<file path="src/rtl/m61alu_pkg.sv">
// Shared types, constants and helpers for the Mersenne-61 field arithmetic unit.
package m61alu_pkg;

    localparam int unsigned FIELD_W = 61;
    localparam int unsigned RAW_W   = 64;
    localparam int unsigned LIN_W   = FIELD_W + 1;
    localparam int unsigned SUM_W   = FIELD_W + 2;
    localparam int unsigned LO_W    = 31;
    localparam int unsigned HI_W    = FIELD_W - LO_W;
    localparam int unsigned STAGES  = 6;

    localparam logic [FIELD_W-1:0] FIELD_Q = {FIELD_W{1'b1}};
    // 2^64 is congruent to 8, so a negative raw integer needs q - 8 added.
    localparam logic [FIELD_W-1:0] Q_MINUS_8 = FIELD_Q - FIELD_W'(8);

    typedef enum logic [2:0] {
        MODE_ADD  = 3'd0,
        MODE_SUB  = 3'd1,
        MODE_MUL  = 3'd2,
        MODE_NEG  = 3'd3,
        MODE_CONV = 3'd4
    } mode_t;

    typedef struct packed {
        logic s1;
        logic s2;
        logic s3;
        logic s4;
        logic s5;
        logic s6;
    } stage_en_t;

    // The all-ones pattern is q itself and is taken as zero.
    function automatic logic [FIELD_W-1:0] canon(input logic [FIELD_W-1:0] v);
        logic [FIELD_W-1:0] r;
        r = (&v) ? '0 : v;
        return r;
    endfunction

endpackage

</file>
<file path="src/rtl/m61alu_reduce.sv">
// Mersenne folding of the partial products or linear sum down to a canonical residue.
module m61alu_reduce
    import m61alu_pkg::*;
(
    input  logic                clk,
    input  stage_en_t           en,
    input  logic [2*LO_W-1:0]   p00,
    input  logic [FIELD_W-1:0]  p01,
    input  logic [FIELD_W-1:0]  p10,
    input  logic [2*HI_W-1:0]   p11,
    input  logic [LIN_W-1:0]    lin,
    input  logic                is_mul,
    output logic [LIN_W-1:0]    fold,
    output logic [FIELD_W-1:0]  result
);

    logic [FIELD_W-1:0] t1, t2, t3, t4;

    logic [LIN_W-1:0]   u_reg, u_next;
    logic [LIN_W-1:0]   w_reg, w_next;
    logic [LIN_W-1:0]   lin_s3_reg;
    logic               mul_s3_reg;
    logic [SUM_W-1:0]   sum_reg, sum_next;
    logic [LIN_W-1:0]   fold_reg, fold_next;
    logic [FIELD_W-1:0] result_reg, result_next;

    // A shift by 31 modulo q is a rotation of the 61-bit word, and 2^62 is congruent to 2.
    assign t1 = p00[FIELD_W-1:0];
    assign t2 = {p01[HI_W-1:0], p01[FIELD_W-1:HI_W]};
    assign t3 = {p10[HI_W-1:0], p10[FIELD_W-1:HI_W]};
    assign t4 = {p11, p00[2*LO_W-1]};

    assign u_next = {1'b0, t1} + {1'b0, t2};
    assign w_next = {1'b0, t3} + {1'b0, t4};

    always_ff @(posedge clk)
    begin
        if (en.s3)
        begin
            u_reg      <= u_next;
            w_reg      <= w_next;
            lin_s3_reg <= lin;
            mul_s3_reg <= is_mul;
        end
    end

    assign sum_next = mul_s3_reg ? ({1'b0, u_reg} + {1'b0, w_reg}) : {1'b0, lin_s3_reg};

    always_ff @(posedge clk)
    begin
        if (en.s4)
        begin
            sum_reg <= sum_next;
        end
    end

    assign fold_next = {1'b0, sum_reg[FIELD_W-1:0]}
                     + {{(LIN_W-2){1'b0}}, sum_reg[SUM_W-1:FIELD_W]};

    always_ff @(posedge clk)
    begin
        if (en.s5)
        begin
            fold_reg <= fold_next;
        end
    end

    // The folded value is at most q + 3, so one subtract makes it canonical.
    always_comb
    begin
        if (fold_reg >= {1'b0, FIELD_Q})
        begin
            result_next = FIELD_W'(fold_reg - {1'b0, FIELD_Q});
        end
        else
        begin
            result_next = fold_reg[FIELD_W-1:0];
        end
    end

    always_ff @(posedge clk)
    begin
        if (en.s6)
        begin
            result_reg <= result_next;
        end
    end

    assign fold   = fold_reg;
    assign result = result_reg;

endmodule

</file>
<file path="config.mk">
export PLATFORM = sky130hd
export DESIGN_NAME = m61alu_reduce
export DESIGN_NICKNAME = d
export VERILOG_FILES = /design/src/rtl/m61alu_pkg.sv /design/src/rtl/m61alu_reduce.sv
export SDC_FILE = /design/constraint.sdc
export NUM_CORES = 1
export LEC_CHECK = 0
export BUFFER_PORTS_ARGS = -buffer_cell sky130_fd_sc_hd__clkbuf_2
export CORE_MARGIN = 3
export CORE_UTILIZATION = 30
export DETAILED_ROUTE_END_ITERATION = 8
export GPL_ROUTABILITY_DRIVEN = 0
export SLEW_MARGIN = 40
export SYNTH_ARGS = -nofsm -noshare
export SYNTH_HDL_FRONTEND = slang
export SYNTH_SLANG_ARGS = --single-unit
</file>
<file path="constraint.sdc">
create_clock -name clk -period 3.6 [get_ports clk]
set_input_delay 0.18 -clock clk [delete_from_list [all_inputs] [get_ports clk]]
set_output_delay 0.18 -clock clk [all_outputs]
set_load 0.03 [all_outputs]
</file>
======== Word-level counts from Yosys, hierarchy flattened ========
Index checks and enable logic that the tools add are counted.
word-level totals
  register bits after elaboration ......... 373
  input port bits ......................... 314
  logic and storage cells ................. 16
  output and inout bits ................... 123
cells by class
  magnitude comparators ................... 1
  add/sub/neg operators ................... 5
  multiplexer cells ....................... 2
operators by type and width
  cell                                                    count
  adder 61 x 61 -> 62 bit                                 2
  adder 62 x 62 -> 63 bit                                 1
  adder 61 x 2 -> 62 bit                                  1
  >= comparator 62 x 61 -> 1 bit (second input constant)  1
  2-to-1 mux 62 bit                                       1
  2-to-1 mux 61 bit                                       1
  subtractor 61 bit (second input constant)               1

======== Depth between registers and ports, before layout ========
Gate-level depths: netlist of the first run.
  word-level depth ........................ 2
  gate-level depth with buffers ........... 13
  depth with buffers taken out ............ 13

======== Worst setup path after synthesis of the first run ========
Ideal clock, no wire load.
  path kind ............................... register -> register
  start point ............................. register u_reg[0]
  end point ............................... register sum_reg[52], data pin
  arrival time ............................ 2.660 ns
  path buffers ............................ 0
  required time ........................... 3.340 ns
  period minus slack after synthesis ...... 2.920 ns
  setup time .............................. 0.260 ns
  path slack .............................. 0.680 ns
  cell stages (with the launch flop) ...... 13
  path through ............................ edfxtp_1 -> ha_1 -> fa_1 -> a21oi_1 -> o21ai_1 -> nand4_1 -> a31oi_1 -> o311ai_1 -> a211oi_1 -> o21bai_1 -> o21ai_1 -> xor2_1 -> mux2_2
on the way
  longest elaborated chain between the ends .. 2
ends and longest elaborated chain
  element                   line                 text
  start: declaration        m61alu_reduce.sv:19  logic [LIN_W-1:0] u_reg, u_next;
  start signal: assignment  m61alu_reduce.sv:40  u_reg <= u_next;
  adder 62 x 62 -> 63 bit   m61alu_reduce.sv:47  assign sum_next = mul_s3_reg ? ({1'b0, u_reg} + {1'b0, w_reg}) : {1'b0, lin_s3_reg};
  2-to-1 mux 62 bit         m61alu_reduce.sv:47
  via sum_next[52]          m61alu_reduce.sv:23  logic [SUM_W-1:0] sum_reg, sum_next;
  end signal: assignment    m61alu_reduce.sv:53  sum_reg <= sum_next;
  end: declaration          m61alu_reduce.sv:23
The timed path passes the listed nets, and every way through them passes these cells.
A chain may end at the register's enable or synchronous reset.

======== Worst setup path in the final report of the first run ========
  start point ............................. register u_reg[8]
  end point ............................... register sum_reg[40], data pin
Same word-level chain as after synthesis.

==> results of run 1 <==
==> cell usage after synthesis, types with 58 or more instances <==
library cell,n
edfxtp_1,373
a21oi_1,231
xnor2_1,199
nand2_1,198
ha_1,187
nor2_1,143
a21o_1,96
o21ai_0,89
inv_1,87
nand4_1,87
xor2_1,86
nand3_1,75
clkbuf_1,58
==> final cells by class <==
cell class                      count  area, um2  share of cell area
Antenna cell                        9       22.5            0.000720
Clock buffer                       49       1100              0.0351
Clock inverter                     28        335              0.0107
Inverter                           89        334              0.0107
Multi-Input combinational cell   1891      13500               0.431
Sequential cell                   373      11200               0.358
Tap cell                         1070       1340              0.0428
Timing Repair Buffer              581       3490               0.111
==> cells by family after synthesis <==
kind of cell | share of synthesized area
AOI/OAI and AO/OA | 0.173
muxes | 0.0243
buffers and inverters | 0.0270
xor gates and xnor gates | 0.0986
and+or+nand+nor | 0.139
adders and majority gates | 0.0956
DFF | 0.443
==> what timing repair did <==
action | CTS | global route
endpoints found under the setup margin | 0 | 19
hold buffers | 66 | 0
gates resized for setup | 0 | 15
setup buffers | 0 | 1
hold endpoints to repair | 65 | 0
==> power by group through the flow <==
stage	Clock [mW]	Combinational, mW	Sequential [mW]
final	4.47	5.91	6.18
after global routing	4.75	6.54	6.26
after CTS	4.60	5.92	6.19
after detailed placement	0	5.81	6.28
after global placement	0	5.79	6.26
after floorplan	0	3.48	6.49
==> metrics by stage <==
step / setup WS (ps) / cell area [um2] / utilization / power [mW]
final: 212 / 31300 / 0.378 / 16.6
after global routing: -11.3 / 31300 / 0.378 / 17.6
after CTS: 6.35 / 31200 / 0.377 / 16.7
after detailed placement: -49.0 / 29100 / 0.352 / 12.1
after global placement: -45.8 / 29100 / 0.351 / 12.0
after floorplan: 680 / 25300 / - / 9.97
==> worst reg2reg max path: cells and delay by family (launching register included) <==
kind / cells / cell delay, ps
and+or+nand+nor: 3 / 750
xor gates and xnor gates: 1 / 190
muxes: 1 / 290
AOI/OAI and AO/OA: 5 / 1150
DFF: 1 / 370
adders and majority gates: 1 / 410
==> layout by cell type (no fill, tap or decap), types with 75 or more instances in the layout <==
master / count
clkbuf_2: 433
edfxtp_1: 373
a21oi_1: 229
xnor2_1: 199
nand2_1: 198
ha_1: 186
nor2_1: 143
a21o_1: 96
o21ai_0: 89
inv_1: 87
nand4_1: 87
xor2_1: 86
buf_4: 78
nand3_1: 75
==> how the worst max path moves through the flow <==
stage / end / slack (ps) / depth (start not counted)
3_5_place_dp: w_reg[58] / -50 / 15
5_1_grt: sum_reg[23] / -10 / 12
6_report: sum_reg[40] / 210 / 11
4_1_cts: sum_reg[51] / 6 / 12
2_1_floorplan: sum_reg[52] / 680 / 12
3_3_place_gp: w_reg[58] / -50 / 15
==> metal layers <==
metal / track usage / vias to the layer above / routed length, um
li1: - / 10300 / -
met1: 0.236 / 9775 / 35900
met2: 0.298 / 593 / 37600
met3: 0.0207 / 125 / 3590
met4: 0.0544 / 2 / 2310
met5: 0 / - / 13
==> metrics.cfg, run 1 <==
[yosys]
ys_seq_elements = 373
synth.avg_cell_area_um2 = 10.4
yosysSeqAreaShare = 0.443
syn_nets = 2943
synthTopCellsByArea = edfxtp_1 (44%), ha_1 (9.2%), xnor2_1 (6.9%)
yosys.area.top_type = edfxtp_1
synth_area_um2 = 25300
synth-edff-count = 373
synthFlopType = edfxtp_1
async_flop_share = 0
synthCells = 2438
synth_warnings = 0
netlist-cell-type-count = 94
synth_top_area_share = 0.443

[setup_path]
rr_endpoint = sum_reg[40]
critPathKind = flop to flop
startpoint = u_reg[8]
critical_path.slowest_cell = o31ai_2
cp_max_fo = 7
reg2reg_depth = 11
cp_top_family = compound AO/OA/AOI/OAI gates
max_stage_delay_ps = 440
rr_startpoint = u_reg[8]
r2r_slack_ps = 210
crit_arrival_ps = 3700
worstPathRequired_ps = 3910
endpoint_kind = flop
crit_buf_inv = 0
path_cells = ha_1 -> and4_1 -> o21a_1 -> nand4_1 -> and3_1 -> o31ai_2 -> a31oi_1 -> o21ai_1 -> a21oi_1 -> xnor2_1 -> mux2_2
start_kind = flop

[placed_design]
io_buffers = 434
dpl.hpwl_um = 65500
dp.cells = 3937

[global_route]
grt_overflow_total = 0
grt_pass1_vias = 20500
grt_pass1_wl_um = 120000
grt_max_degree = 64
antenna_found_initial = 12
grt_usage = 0.176

[timing]
finClkSkew_ps = 16.2
rsz0062_at_grt = true
min_period_ps = 3390
timing.fmax_mhz = 295
finalMaxSlewViolations = 0
tns_ps = 0
setup_viol = 0
slew_headroom = 0.469
tightest_slew_ps = 797
hold_violations = 0
fin_hold_ws_ps = 50.6
final.period_utilization = 0.941

[clock_tree]
cts_made_buffers = 42
clockBufferDepth = 3
insertion_delay_ps = 560
cts_tree = yes
cts_htree_levels = 2
clock_sinks = 373
cts.clk_slew.worst_paths_ps = 60
cts-root-buf = clkbuf_16

[power]
p_seq_frac = 0.373
switching_power_mw = 5.78
p_leak_nw = 12.7
p_sw_frac = 0.349
p_int_mw = 10.8
power_density_nw_per_um2 = 529
power.share.clock = 0.270
vdd_drop_max_v = 0.000282
p_comb_frac = 0.357

[run]
maxCapViolations = 0

[floorplanning]
fp.dieW_um = 296
io_pins = 437
die_area_um2 = 87900
placementRows = 105
dieHeight_um = 296
start_util = 0.306
core_um2 = 82800

[worst_hold_path]
whs_path_depth = 1
hp-start = en[3]
hold_path_end = w_reg[1]
hp-class = input pin to flop

[layout]
num-nets-final = 3483
drive_gt1_frac = 0.232
syn_to_final_growth_pct = 23.7
stdcell_count = 4090
nFillCells = 8183
largest_reg_flops = 63

[route]
num_vias = 20800
wl_um = 79400
vias_per_cell = 5.08
wl_per_cell_um = 19.4
dr.pass1.iters = 6
drc = 0
drt_iter0_markers = 1292
ant_nets = 0

[outcome]
run_status = completed

Note: power is estimated with default switching activity, not from simulation.
==> run 2, diff against run 1 <==
Settings changed: SETUP_SLACK_MARGIN from default to 0.4.
==> metrics.cfg, run 2 (synthesis results as in run 1) <==
[worst_hold_path]
whs_path_depth = 1
hp-class = input pin to flop
hold_path_end = w_reg[1]
hp-start = en[3]

[clock_tree]
cts_tree = yes
insertion_delay_ps = 560
cts_htree_levels = 2
clock_sinks = 373
cts-root-buf = clkbuf_16
cts.clk_slew.worst_paths_ps = 60
clockBufferDepth = 3
cts_made_buffers = 42

[placed_design]
io_buffers = 434
dpl.hpwl_um = 65500
placed_area_um2 = 29100
dp_slack_ps = -49.0

[route]
vias_per_cell = 5.08
dr.pass1.iters = 6
wl_met2_um = 38200
num_vias = 20900
wl_met3_um = 3480
drc = 0
highest_layer = met5
wl_um = 80300
wl_per_cell_um = 19.5
ant_nets = 0
drt_iter0_markers = 1335
wl_met1_um = 36300

[timing]
slew_headroom = 0.462
timing.fmax_mhz = 313
finalMaxSlewViolations = 0
final.period_utilization = 0.887
hold_violations = 0
min_period_ps = 3190
fin_ws_ps = 407
rsz0062_at_grt = true
finClkSkew_ps = 16.3
tightest_slew_ps = 807
setup_viol = 0

[global_route]
grt_max_degree = 64
grt_usage = 0.176
grt_overflow_total = 0
grt_pass1_vias = 20600
grt_pass1_wl_um = 120000
antenna_found_initial = 13

[layout]
syn_to_final_growth_pct = 26.0
fin_area_um2 = 31900
largest_reg_flops = 63
most-common-layout-cells = clkbuf_2 (433), edfxtp_1 (373), a21oi_1 (219)
layout_commonest_cell = clkbuf_2
num-nets-final = 3500
drive_gt1_frac = 0.257

[setup_path]
rr_endpoint = sum_reg[49]
crit_arrival_ps = 3500
start_kind = flop
max_stage_delay_ps = 430
endpoint_kind = flop
startpoint = u_reg[24]
cp_max_fo = 6
rr_startpoint = u_reg[24]
r2r_slack_ps = 410
reg2reg_depth = 11
crit_buf_inv = 1
worstPathRequired_ps = 3910
cp_top_family = compound AO/OA/AOI/OAI gates
critical_path.slowest_cell = a311oi_2
critPathKind = flop to flop
path_cells = ha_1 -> a21oi_2 -> nand2_1 -> a311oi_2 -> a221oi_4 -> nor3_4 -> o221ai_4 -> a21boi_2 -> buf_4 -> xnor2_1 -> mux2_2

[floorplanning]
io_pins = 437
die_area_um2 = 87900
core_um2 = 82800
dieHeight_um = 296
start_util = 0.306
fp.dieW_um = 296
placementRows = 105

[power]
vdd_drop_max_v = 0.000283
power_density_nw_per_um2 = 532
power_mw = 17.0
p_leak_nw = 12.9

[run]
maxCapViolations = 0

[outcome]
run_status = completed

==> run 2: per-stage QoR <==
| step | hold slack [ps] | setup TNS (ps) | std cells | utilization |
|---|---|---|---|---|
| after floorplan | 279 | 0 | 2438 | - |
| after global placement | 357 | -76.4 | 3936 | 0.351 |
| after detailed placement | 359 | -76.5 | 3937 | 0.352 |
| after CTS | 14.3 | 0 | 4081 | 0.380 |
| after global routing | 35.1 | 0 | 4107 | 0.385 |
| final | 50.7 | 0 | 4107 | 0.385 |
==> run 2: worst max path at each step <==
stage / endpoint / slack, ps / cells past startpoint
final: sum_reg[49] / 410 / 11
after global routing: sum_reg[34] / 300 / 12
after CTS: sum_reg[51] / 330 / 11
after detailed placement: w_reg[58] / -50 / 15
after global placement: w_reg[58] / -50 / 15
after floorplan: sum_reg[52] / 680 / 12
==> run 2: area by class of cell <==
| class | count | area, um2 |
|---|---|---|
| repair buffers | 598 | 3610 |
| fillers | 8128 | 50900 |
| diodes | 9 | 22.5 |
| inverters | 89 | 334 |
| clock inverters | 28 | 335 |
| flip-flops and latches | 373 | 11200 |
| clock buffers | 49 | 1100 |
| well taps | 1070 | 1340 |
| multi-input cells | 1891 | 14000 |
==> run 2: repair_timing <==
action                     CTS  global route
pin swaps                    9            32
resized for setup           40            70
setup endpoints to repair   39            48
hold endpoints to repair    65             0
hold buffers                65             0
buffers inserted             2            17
==> run 2: power by group <==
group	total, mW	internal, mW	leakage (nW)	switching, mW
Clock	4.47	2.70	0.696	1.77
Sequential	6.20	5.73	3.65	0.468
Combinational	6.29	2.57	8.52	3.73
Total	17.0	11.0	12.9	5.97
==> run 2: metal layers <==
metal	track usage	vias up
met5	0	-
met4	0.0544	2
met3	0.0207	123
met1	0.236	9890
met2	0.298	537
li1	-	10300
==> run 3, diff against run 2 <==
Settings changed: REMOVE_ABC_BUFFERS from default to 1.
==> metrics.cfg, run 3 (synthesis results as in run 1) <==
[worst_hold_path]
hp-class = input pin to flop
hp-start = p11[59]

[outcome]
run_status = completed

[global_route]
grt_usage = 0.174
top_usage_layer = met2
grt_pass1_vias = 20500
grt_max_degree = 72
use_met1 = 0.233
grt_overflow_total = 0
antenna_found_initial = 8
grt_pass1_wl_um = 119000
grtUsageMet3 = 0.0211
met2_usage = 0.294

[power]
p_leak_nw = 12.9
power_density_nw_per_um2 = 527
power_mw = 16.9
vdd_drop_max_v = 0.000258

[timing]
timing.fmax_mhz = 312
finalMaxSlewViolations = 0
min_period_ps = 3210
setup_viol = 0
fin_hold_ws_ps = 75.6
finClkSkew_ps = 17.5
final.period_utilization = 0.890
rsz0062_at_grt = true
hold_violations = 0
fin_ws_ps = 395
tightest_slew_ps = 800
slew_headroom = 0.467

[setup_path]
crit_arrival_ps = 3520
startpoint = u_reg[29]
critPathKind = flop to flop
start_kind = flop
cp_max_fo = 5
endpoint_kind = flop
worstPathRequired_ps = 3910
rr_startpoint = u_reg[29]

[layout]
drive_gt1_frac = 0.261
most-common-layout-cells = clkbuf_2 (433), edfxtp_1 (373), a21oi_1 (221)
layout_commonest_cell = clkbuf_2
stdcell_count = 4104
largest_reg_flops = 63
syn_to_final_growth_pct = 26.3
final_util = 0.386
num-nets-final = 3502

[floorplanning]
die_area_um2 = 87900
io_pins = 437
fp.dieW_um = 296
start_util = 0.306
core_um2 = 82800
placementRows = 105
dieHeight_um = 296

[placed_design]
io_buffers = 434
dpl.hpwl_um = 64600
dp_slack_ps = -212
dp.cells = 3933

[clock_tree]
cts.clk_slew.worst_paths_ps = 60
clock_sinks = 373
cts_htree_levels = 2
clockBufferDepth = 3
cts-root-buf = clkbuf_16
cts_made_buffers = 42
cts_tree = yes
insertion_delay_ps = 570

[route]
drt_iter0_markers = 1108
vias_per_cell = 5.06
ant_nets = 0
wl_um = 79400
dr.pass1.iters = 5
drc = 0
wl_per_cell_um = 19.3
num_vias = 20800

[run]
maxCapViolations = 0

## run 3: power breakdown
part / internal [mW] / switching [mW] / total (mW)
clock network: 2.50 / 1.80 / 4.30
logic: 2.62 / 3.73 / 6.35
registers: 5.73 / 0.482 / 6.21
total: 10.8 / 6.01 / 16.9
## run 3: final cells by class
class / instances / area [um2]
Clock buffer: 49 / 1100
Multi-Input combinational cell: 1891 / 14100
Tap cell: 1070 / 1340
Sequential cell: 373 / 11200
Inverter: 89 / 334
Clock inverter: 28 / 285
Fill cell: 8193 / 50800
Antenna cell: 4 / 10.0
Timing Repair Buffer: 600 / 3640
## run 3: layer usage
metal / vias to the layer above / part of all wire
met4: 4 / 0.031
met1: 9751 / 0.45
li1: 10300 / -
met5: - / 0.00043
met3: 133 / 0.043
met2: 572 / 0.47
## run 3: through the flow
step,setup TNS (ps),cell area (um2)
floorplan,0,25000
global placement,-518,29100
detailed placement,-432,29100
CTS,0,31400
global route,0,32000
finish,0,32000
## run 3: repair_timing
item / CTS / global route
hold buffers: 65 / 0
resized for setup: 55 / 65
buffers inserted: 3 / 21
pin swaps: 13 / 32
endpoints found under the setup margin: 30 / 44
hold endpoints to repair: 65 / 0
gates cloned: 0 / 0
## run 3: final timing paths
path,to,slack (ps),cells after the start
setup / recovery,sum_reg[48],390,12
hold reg to reg,sum_reg[30],540,1
setup reg to reg,sum_reg[48],390,12
hold / removal,w_reg[61],80,4
## run 3: critical path, cell delays in order (launching register included)
cell and delay (ps):
edfxtp_1 380, ha_1 380, a21o_1 210, a31oi_1 210
a21oi_1 100, a211o_1 320, a31oi_2 430, a211oi_2 140
buf_4 170, o21bai_4 120, and2b_1 170, xnor2_1 70
mux2_4 250
